--- src/rtl/snapshot_rle_decoder_assert.svh ---
// Assertion macros for the snapshot RLE decoder.
`ifndef SNAPSHOT_RLE_DECODER_ASSERT_SVH
`define SNAPSHOT_RLE_DECODER_ASSERT_SVH

// Condition holds at every clock edge outside reset.
`define SRD_ASSERT_ALWAYS(lbl, cond, msg) \
  lbl: assert property (@(posedge clk) disable iff (!rst_n) (cond)) else $error(msg);

// Consequent holds in the cycle after the antecedent.
`define SRD_ASSERT_NEXT(lbl, ante, cons, msg) \
  lbl: assert property (@(posedge clk) disable iff (!rst_n) (ante) |=> (cons)) else $error(msg);

`endif

--- src/rtl/srd_pkg.sv ---
// Package for the snapshot RLE decoder: codes, result type and constants.
`timescale 1ns / 1ps
`default_nettype none
package srd_pkg;

  localparam logic [7:0]  ESC_BYTE      = 8'hED;
  localparam logic [15:0] BLK_LEN_RESET = 16'd16384;

  localparam logic [1:0] CMD_DATA   = 2'd0;
  localparam logic [1:0] CMD_END    = 2'd1;
  localparam logic [1:0] CMD_START  = 2'd2;
  localparam logic [1:0] CMD_UNUSED = 2'd3;

  localparam int unsigned QUEUE_DEPTH = 4;
  localparam int unsigned QPTR_W      = $clog2(QUEUE_DEPTH);

  typedef enum logic [4:0] {
    PH_IDLE      = 5'b00001,
    PH_NORMAL    = 5'b00010,
    PH_GOT_ESC   = 5'b00100,
    PH_GOT_ESC2  = 5'b01000,
    PH_GOT_COUNT = 5'b10000
  } phase_t;

  typedef struct packed {
    logic        last;
    logic        ok;
    logic        done;
    logic [7:0]  len;
    logic [15:0] start;
    logic [7:0]  value;
  } result_t;

  function automatic result_t mk_result(input logic [7:0] value, input logic [15:0] start,
                                        input logic [7:0] len, input logic done,
                                        input logic ok, input logic last);
    result_t r;
    r.value = value;
    r.start = start;
    r.len   = len;
    r.done  = done;
    r.ok    = done & ok;
    r.last  = last;
    return r;
  endfunction

endpackage
`default_nettype wire

--- src/rtl/snapshot_rle_decoder.sv ---
// Top level of the snapshot RLE decoder: byte decoder and result queue.
`timescale 1ns / 1ps
`default_nettype none
// Takes one compressed byte (or an end / start command) per transaction and
// turns it into run descriptors (value, start offset, length) for a block of
// cfg-programmed length; one item per clock is taken while at least two slots
// of the four-entry result queue are free. Results appear in the cycle after
// their item and drain at one per clock while out_tready is high. An
// item makes at most two results, and only after an ED that made none, so with
// out_tready held high the input never stalls. Write cfg only while idle.
module snapshot_rle_decoder (
  input  wire logic        clk,
  input  wire logic        rst_n,
  input  wire logic        cfg_we,
  input  wire logic [15:0] cfg_wdata,   // block_length
  input  wire logic        in_tvalid,
  output logic             in_tready,
  input  wire logic [7:0]  in_tdata,    // data_byte[7:0]
  input  wire logic [1:0]  in_tuser,    // cmd[1:0]
  output logic             out_tvalid,
  input  wire logic        out_tready,
  output logic [39:0]      out_tdata,   // run_value[7:0], run_start[23:8],
                                        // run_length[31:24], block_done[32],
                                        // block_ok[33], zero[39:34]
  output logic             out_tlast    // last
);

  localparam logic [srd_pkg::QPTR_W:0] QFILL_MAX = (srd_pkg::QPTR_W + 1)'(srd_pkg::QUEUE_DEPTH);
  localparam logic [srd_pkg::QPTR_W:0] QFILL_TWO = (srd_pkg::QPTR_W + 1)'(2);

  logic [15:0]            bl_r;
  srd_pkg::phase_t        phase_r, phase_nxt;
  logic [15:0]            wc_r, wc_nxt;
  logic [7:0]             pc_r, pc_nxt;

  srd_pkg::result_t       queue_r [srd_pkg::QUEUE_DEPTH];
  logic [srd_pkg::QPTR_W-1:0] wr_ptr_r, rd_ptr_r;
  logic [srd_pkg::QPTR_W:0]   fill_r;

  logic                   acc, pop, push0, push1;
  srd_pkg::result_t       r0, r1;
  logic                   full;
  logic [15:0]            room;
  logic [7:0]             run_len, run_n;
  logic                   run_done;
  srd_pkg::result_t       head;

  assign acc       = in_tvalid & in_tready;
  assign pop       = out_tvalid & out_tready;
  assign in_tready = rst_n & (fill_r <= QFILL_TWO);

  assign full    = (wc_r >= bl_r);
  assign room    = bl_r - wc_r;
  assign run_len = (phase_r == srd_pkg::PH_GOT_COUNT) ? pc_r : 8'd1;
  assign run_done = ({8'h00, run_len} >= room);
  assign run_n    = run_done ? room[7:0] : run_len;

  always_comb begin
    phase_nxt = phase_r;
    wc_nxt    = wc_r;
    pc_nxt    = pc_r;
    push0     = 1'b0;
    push1     = 1'b0;
    r0        = '0;
    r1        = '0;
    if (acc) begin
      priority if (in_tuser == srd_pkg::CMD_START) begin
        phase_nxt = srd_pkg::PH_NORMAL;
        wc_nxt    = 16'd0;
        pc_nxt    = 8'd0;
        if (bl_r == 16'd0) begin
          push0     = 1'b1;
          r0        = srd_pkg::mk_result(8'd0, 16'd0, 8'd0, 1'b1, 1'b1, 1'b1);
          phase_nxt = srd_pkg::PH_IDLE;
        end
      end else if (in_tuser == srd_pkg::CMD_UNUSED || phase_r == srd_pkg::PH_IDLE) begin
        phase_nxt = phase_r;
      end else if (full) begin
        push0     = 1'b1;
        r0        = srd_pkg::mk_result(8'd0, wc_r, 8'd0, 1'b1, 1'b1, 1'b1);
        phase_nxt = srd_pkg::PH_IDLE;
      end else if (in_tuser == srd_pkg::CMD_END) begin
        push0     = 1'b1;
        phase_nxt = srd_pkg::PH_IDLE;
        if (phase_r == srd_pkg::PH_GOT_ESC) begin
          r0     = srd_pkg::mk_result(srd_pkg::ESC_BYTE, wc_r, 8'd1, 1'b1, 1'b1, 1'b1);
          wc_nxt = wc_r + 16'd1;
        end else begin
          r0 = srd_pkg::mk_result(8'd0, wc_r, 8'd0, 1'b1, (wc_r != 16'd0), 1'b1);
        end
      end else begin
        unique case (phase_r)
          srd_pkg::PH_NORMAL: begin
            if (in_tdata == srd_pkg::ESC_BYTE) begin
              phase_nxt = srd_pkg::PH_GOT_ESC;
            end else begin
              push0  = 1'b1;
              r0     = srd_pkg::mk_result(in_tdata, wc_r, run_n, run_done, 1'b1, 1'b1);
              wc_nxt = wc_r + {8'h00, run_n};
              if (run_done) phase_nxt = srd_pkg::PH_IDLE;
            end
          end
          srd_pkg::PH_GOT_ESC: begin
            if (in_tdata == srd_pkg::ESC_BYTE) begin
              phase_nxt = srd_pkg::PH_GOT_ESC2;
            end else begin
              push0 = 1'b1;
              if (run_done) begin
                // ED fills the block; the following byte is dropped
                r0        = srd_pkg::mk_result(srd_pkg::ESC_BYTE, wc_r, 8'd1, 1'b1, 1'b1,
                                               1'b1);
                wc_nxt    = wc_r + 16'd1;
                phase_nxt = srd_pkg::PH_IDLE;
              end else begin
                push1     = 1'b1;
                r0        = srd_pkg::mk_result(srd_pkg::ESC_BYTE, wc_r, 8'd1, 1'b0, 1'b1,
                                               1'b0);
                r1        = srd_pkg::mk_result(in_tdata, wc_r + 16'd1, 8'd1,
                                               (room == 16'd2), 1'b1, 1'b1);
                wc_nxt    = wc_r + 16'd2;
                phase_nxt = (room == 16'd2) ? srd_pkg::PH_IDLE : srd_pkg::PH_NORMAL;
              end
            end
          end
          srd_pkg::PH_GOT_ESC2: begin
            if (in_tdata == 8'd0) begin
              push0     = 1'b1;
              r0        = srd_pkg::mk_result(8'd0, wc_r, 8'd0, 1'b1, (wc_r != 16'd0), 1'b1);
              phase_nxt = srd_pkg::PH_IDLE;
            end else begin
              pc_nxt    = in_tdata;
              phase_nxt = srd_pkg::PH_GOT_COUNT;
            end
          end
          srd_pkg::PH_GOT_COUNT: begin
            push0     = 1'b1;
            r0        = srd_pkg::mk_result(in_tdata, wc_r, run_n, run_done, 1'b1, 1'b1);
            wc_nxt    = wc_r + {8'h00, run_n};
            pc_nxt    = 8'd0;
            phase_nxt = run_done ? srd_pkg::PH_IDLE : srd_pkg::PH_NORMAL;
          end
          default: begin
            phase_nxt = srd_pkg::PH_IDLE;
          end
        endcase
      end
    end
  end

  always_ff @(posedge clk) begin
    if (!rst_n) begin
      bl_r     <= srd_pkg::BLK_LEN_RESET;
      phase_r  <= srd_pkg::PH_IDLE;
      wc_r     <= 16'd0;
      pc_r     <= 8'd0;
      wr_ptr_r <= '0;
      rd_ptr_r <= '0;
      fill_r   <= '0;
    end else begin
      if (cfg_we) bl_r <= cfg_wdata;
      phase_r  <= phase_nxt;
      wc_r     <= wc_nxt;
      pc_r     <= pc_nxt;
      wr_ptr_r <= wr_ptr_r + srd_pkg::QPTR_W'({1'b0, push0} + {1'b0, push1});
      rd_ptr_r <= rd_ptr_r + srd_pkg::QPTR_W'(pop);
      fill_r   <= fill_r + (srd_pkg::QPTR_W + 1)'(push0) + (srd_pkg::QPTR_W + 1)'(push1)
                  - (srd_pkg::QPTR_W + 1)'(pop);
    end
  end

  always_ff @(posedge clk) begin
    if (push0) queue_r[wr_ptr_r] <= r0;
    if (push1) queue_r[wr_ptr_r + srd_pkg::QPTR_W'(1)] <= r1;
  end

  assign head       = queue_r[rd_ptr_r];
  assign out_tvalid = (fill_r != '0);
  assign out_tdata  = {6'b000000, head.ok, head.done, head.len, head.start, head.value};
  assign out_tlast  = head.last;

  `include "snapshot_rle_decoder_assert.svh"

  `SRD_ASSERT_ALWAYS(a_fill_bound, fill_r <= QFILL_MAX, "result queue overflow")
  `SRD_ASSERT_NEXT(a_start_clears, acc && in_tuser == srd_pkg::CMD_START, wc_r == 16'd0, "start did not clear count")
  `SRD_ASSERT_NEXT(a_done_idles, (push0 && r0.done) || (push1 && r1.done), phase_r == srd_pkg::PH_IDLE, "finished block not idle")

endmodule
`default_nettype wire

--- config.mk ---
export PLATFORM = sky130hd
export DESIGN_NAME = snapshot_rle_decoder
export DESIGN_NICKNAME = d
export VERILOG_FILES = /design/src/rtl/srd_pkg.sv /design/src/rtl/snapshot_rle_decoder.sv
export VERILOG_INCLUDE_DIRS = /design/src /design/src/rtl
export SDC_FILE = /design/constraint.sdc
export NUM_CORES = 1
export LEC_CHECK = 0
export ABC_CLOCK_PERIOD_IN_PS = 16800
export BUFFER_PORTS_ARGS = -buffer_cell sky130_fd_sc_hd__buf_4
export CORE_ASPECT_RATIO = 0.8
export CORE_MARGIN = 2
export CORE_UTILIZATION = 60
export CTS_CLUSTER_DIAMETER = 150
export DETAILED_ROUTE_END_ITERATION = 6
export PLACE_DENSITY = 0.77
export SYNTH_ARGS = -nofsm -noshare
export SYNTH_HDL_FRONTEND = slang
export SYNTH_SLANG_ARGS = --single-unit
--- constraint.sdc ---
create_clock -name clk -period 16.8 [get_ports clk]
set_input_delay 2.52 -clock clk [delete_from_list [all_inputs] [get_ports clk]]
set_output_delay 2.52 -clock clk [all_outputs]
set_load 0.02 [all_outputs]
* After elaboration in Yosys (flattened, before gate mapping)
Memory sizes are Yosys's and may differ from the RTL's. A register that Yosys moved wholly into a read port is not among the register bits.
Index checks and enable logic that the tools add are counted.
** Word-level totals
- Bits in writable memories :: 140
- Word-level logic and storage cells :: 126
- Register bits :: 52
- Input port bits :: 31
- Memories kept :: 1
- Output and inout bits :: 43
** Memory list
- queue_r :: depth 4, bits a word 35, read ports 1, clocked after Yosys merged registers in 1, write ports 2, RTL line snapshot_rle_decoder.sv:36 : srd_pkg::result_t queue_r [srd_pkg::QUEUE_DEPTH];
** Operators by class
- Equal/unequal tests :: 18
- Order comparisons :: 3
- Bitwise operators :: 3
- Reduce and logical (&&, ||, !) cells :: 11
- Add/sub/neg operators :: 11
- Muxes and demuxes :: 72
** Operators with widths (number)
- $mux W35 :: 18
- $pmux W35 S4 :: 1
- $mux W16 :: 8
- $mux W8 :: 7
- $pmux W16 S3 :: 1
- $mux W5 :: 7
- $mux W34 :: 1
- $mux W1 :: 20
- $pmux W5 S4 :: 1
- $add A16 B1 Y16 const B :: 1
- $add A16 B2 Y16 const B :: 1
- $add A16 B8 Y16 :: 1
- $eq A16 B2 Y1 const B :: 1
- $ge A16 B16 Y1 :: 1
- $ge A8 B16 Y1 :: 1
- $logic_not A16 Y1 :: 1
- $pmux W8 S2 :: 1
- $reduce_bool A16 Y1 :: 1
- $sub A16 B16 Y16 :: 1
- $mux W2 :: 5
- $eq A8 B8 Y1 const B :: 1
- $logic_not A8 Y1 :: 1
- $ne A4 B4 Y1 const B :: 2
- $reduce_and A7 Y1 :: 1
- 28 further kinds :: 34

* Depth between registers and ports, before layout
- Word-level depth :: 13
- Gate-level depth with buffers :: 29
- Mapped depth without buffers :: 27

* Worst setup path before layout
No wires, ideal clock.
- Path type :: register -> register
- Start :: register wc_r[1]
- End :: register wc_r[12]
- Buffers on the path :: 3
- Setup time :: 0.122 ns
- Data required time :: 16.678 ns
- Arrival time :: 5.719 ns
- Period minus slack after synthesis :: 5.841 ns
- Slack :: 10.959 ns
- Stages on the path, launching flop included :: 29
- Cell sequence :: dfxtp_1 clkbuf_1 inv_1 ha_1 nand2b_1 nand2b_1 a21oi_1 xor2_1 ha_1 o21a_1 o21ai_0 o21bai_1 a21o_1 maj3_1 a21oi_1 or2_0 buf_6 buf_2 a21o_1 ha_1 a21oi_1 o21ai_0 a221o_1 a21o_1 a21oi_1 nor2_1 a211oi_4 nor2_1 a311o_1
** On the way
- Longest elaborated chain between the ends :: 10
- Elaborated cells on any way between the ends :: 18
- Classes of those cells :: add/sub: 4; order compare: 2; eq/ne: 1; mux: 10; reduce/logical: 1
** RTL lines
- from (decl) :: RTL line snapshot_rle_decoder.sv:33 : logic [15:0] wc_r, wc_nxt;
- from (signal assigned) :: RTL line snapshot_rle_decoder.sv:162 : wc_r <= wc_nxt;
- $sub A16 B16 Y16 :: RTL line snapshot_rle_decoder.sv:53 : assign room = bl_r - wc_r;
- $ge A8 B16 Y1 :: RTL line snapshot_rle_decoder.sv:55 : assign run_done = ({8'h00, run_len} >= room);
- $mux W8 :: RTL line snapshot_rle_decoder.sv:56 : assign run_n = run_done ? room[7:0] : run_len;
- $add A16 B8 Y16 :: RTL line snapshot_rle_decoder.sv:99, snapshot_rle_decoder.sv:138
- $mux W16 :: RTL line snapshot_rle_decoder.sv:94 : if (in_tdata == srd_pkg::ESC_BYTE) begin
- $pmux W16 S3 :: RTL line snapshot_rle_decoder.sv:92 : unique case (phase_r)
- $mux W16 :: RTL line snapshot_rle_decoder.sv:82 : end else if (in_tuser == srd_pkg::CMD_END) begin
- $mux W16 :: RTL line snapshot_rle_decoder.sv:78 : end else if (full) begin
- $mux W16 :: RTL line snapshot_rle_decoder.sv:76 : end else if (in_tuser == srd_pkg::CMD_UNUSED || phase_r == srd_pkg::PH_IDLE) begin
- $mux W16 :: RTL line snapshot_rle_decoder.sv:67 : priority if (in_tuser == srd_pkg::CMD_START) begin
Several ways; a longest one is shown, not always the timed one. The select of a mux whose other input is x is not followed.
A chain may end at the register's enable or synchronous reset.

* Worst setup path after layout
- Start :: register wc_r[2]
- End :: register wc_r[10]
Same word-level chain as after synthesis.

==> results.toml <==
[detailed_routing]
vias_per_cell = 6.781
postRouteAntennaNets = 0
drt-initial-drc-count = 1396
drc = 4
detail_route.wl_per_cell_um = 23.34
wl_um = 35640
firstDrtPassIters = 7
num_vias = 10350

[clocking]
cts_tree = "built"
insertion_delay_ns = 0.45
ctsHtreeMaxLevel = 4
clockRootBuffer = "clkbuf_16"
cts_buffer_depth = 2
cts_resized = 0
clkTransAtPathRegs_ns = 0.08
cts_setup_buffers = 0
cts_made_buffers = 17
cts.sinks = 192
cts-hold-fix-buffers = 0

[placed_design]
place_hpwl_um = 25090
placed_area_um2 = 12460
routabilityCongestion = 0.9896
port_buffers = 67

[die]
die_h_um = 129.4
dieArea_um2 = 20810
core_area_um2 = 19140
start_util = 0.6163
rows = 45
die_w_um = 160.8
ios = 74

[critical_path]
crit_chain = "inv_1 > ha_1 > o211ai_1 > a21o_1 > a2111oi_2 > o211ai_1 > a211o_1 > or4_1 > or2_0 > buf_4 > mux2i_1 > ha_1 > inv_1 > fa_1 > o21ai_0 > a221o_1 > a21o_1 > a21oi_1 > o21ai_0 > a21oi_1 > nor2_1 > nor3_1 > a311o_1"
critPathSlowestCell = "or4_1"
startpoint_type = "flop"
cp.required_ns = 17.14
cpPeakStageDelay_ns = 0.90
critPathKind = "flop to flop"
cp_max_fo = 19
cp.arrival_ns = 7.12
endpoint_kind = "flop"

[power_and_ir_drop]
peakVddDrop_mv = 0.1189
leakagePower_nw = 5.006
p_per_area_nw_per_um2 = 92.50

[final_layout]
multiInputGateArea_um2 = 6335
area_growth_syn_to_layout_pct = 10.62
nNetsFinal = 1334
drive_gt1_frac = 0.1412
stdcell_area_um2 = 13050
final-seq-area_um2 = 4966
fillers = 1553

[timing]
period_share = 0.4034
rsz0062_at_grt = "no"
clock.fmax_ghz = 0.1476
slew_headroom = 0.1178
setup_violations = 0
fin_crit_ns = 6.777
hold_viol = 0
worst_pin_slew_ns = 1.311
drv_slew = 0
finClkSkew_ns = 0.01478
fin_tns_setup_ns = 0

[yosys]
synth-edff-count = 112
synth_mux_area_frac = 0.09162
synth.yosys.seq_area_share = 0.4208
yosysMostFrequentCell = "nand2_1"
yosysWarnings = 0
synth_area_leaders = "edfxtp_1, dfxtp_1, mux4_2"
synth_area_per_cell_um2 = 9.608
synth_common_cells = "nand2_1, edfxtp_1, nor2_1, dfxtp_1, o21ai_0"
syn_inst = 1228
ys_seq_elements = 192
synthDistinctLibCells = 83
synth_compound_area_frac = 0.1983
synth_ff_type = "edfxtp_1"
synth_top_family_by_area = "compound AO/OA/AOI/OAI gates"
synth_simple_gate_area_share = 0.1710
syn_area_um2 = 11800
synthXorXnorAreaFrac = 0.01856
synth_top_area_frac = 0.2850
yosys.area.top_type = "edfxtp_1"
synth-async-reset-ratio = 0
synthAdderAreaFrac = 0.05493

[status]
violations = "design-rule violations"
status = "complete, but fails checks"

[min_path]
hold_class = "flop to flop"

[global_route]
grt_usage = 0.3440
grt_max_degree = 36
antenna_found_initial = 1
grt_pass1_wl_um = 54300
grt_pass1_vias = 9513
grt_overflow = 0

[flow_run]
maxCapViolCount = 0
==> cell type report <==
cell class                      instances  share of cell area
Multi-Input combinational cell        913              0.4854
Clock buffer                           18             0.03288
Antenna cell                            1           0.0001917
Sequential cell                       192              0.3805
Timing Repair Buffer                   92             0.05292
Tap cell                              258             0.02473
Inverter                               39             0.01122
Clock inverter                         14             0.01218
==> per-stage QoR <==
| step | setup slack [ns] | std cells | total power [W] | hold slack, ns | utilization |
|---|---|---|---|---|---|
| 2_1_floorplan | 10.96 | 1233 | 0.0007111 | 0.4332 | - |
| 3_3_place_gp | 10.29 | 1494 | 0.0007925 | 0.4437 | 0.6509 |
| 3_5_place_dp | 10.17 | 1494 | 0.0007969 | 0.4467 | 0.6509 |
| 4_1_cts | 10.17 | 1526 | 0.001205 | 0.4562 | 0.6816 |
| 5_1_grt | 9.553 | 1526 | 0.001244 | 0.4816 | 0.6816 |
| 6_report | 10.02 | 1527 | 0.001207 | 0.4608 | 0.6818 |
==> sequential cells by signal (all words and copies together), names as in the netlist <==
register and cells:
queue_r 140, bl_r 16, wc_r 16, pc_r 8
phase_r 5, fill_r 3, rd_ptr_r 2, wr_ptr_r 2
==> cells in the final DEF, fill, tap and decap left out, drive strengths merged, types with 12 or more instances in the layout <==
cell type and n:
a211oi 15, a21o 41, a21oi 65, and2 17, and3 13, buf 92
clkbuf 18, dfxtp 80, edfxtp 112, ha 43, inv 47, mux2i 27
mux4 35, nand2 136, nand3 44, nand4 13, nor2 100, nor3 29
nor4 21, o211ai 12, o21ai 76, o22ai 31, o31ai 31, xnor2 19
==> worst max-delay path: cells and delay by family (launching register included) <==
kind	cells	cell delay, ns
AOI/OAI and AO/OA	12	2.57
and+or+nand+nor	4	1.42
DFF	1	0.71
muxes	1	0.28
adders and majority gates	3	1.10
buffers and inverters	3	0.56
==> cells by family (layout without fill, tap and decap cells) <==
| kind of cell | count (synthesis) | count (layout) |
|---|---|---|
| and+or+nand+nor | 423 | 423 |
| AOI/OAI and AO/OA | 346 | 346 |
| DFF | 192 | 192 |
| buffers and inverters | 128 | 163 |
| muxes | 64 | 64 |
| adders and majority gates | 49 | 49 |
| xor gates and xnor gates | 25 | 25 |
| other | 1 | 7 |
==> final timing paths <==
check / start / end / slack, ns / cells after the start
setup / recovery: wc_r[2] / wc_r[10] / 10.02 / 23
hold / removal: queue_r[1][26] / queue_r[1][26] / 0.46 / 2
setup reg to reg: wc_r[2] / wc_r[10] / 10.02 / 23
hold reg to reg: queue_r[1][26] / queue_r[1][26] / 0.46 / 2
==> power breakdown <==
group | internal, W | leakage [nW] | switching (W)
combinational | 0.000123 | 2.97 | 0.000153
sequential | 0.000503 | 1.74 | 0.00000779
clock | 0.000213 | 0.290 | 0.000207
total | 0.000840 | 5.01 | 0.000368
==> per-layer routing <==
layer	global-route usage	vias to the layer above	part of all wire
li1	-	4680	-
met4	0.1029	2	0.027
met5	0	-	0.00020
met3	0.09987	91	0.13
met1	0.4831	4826	0.40
met2	0.5236	755	0.44
Power figures use the tool's default switching activity.
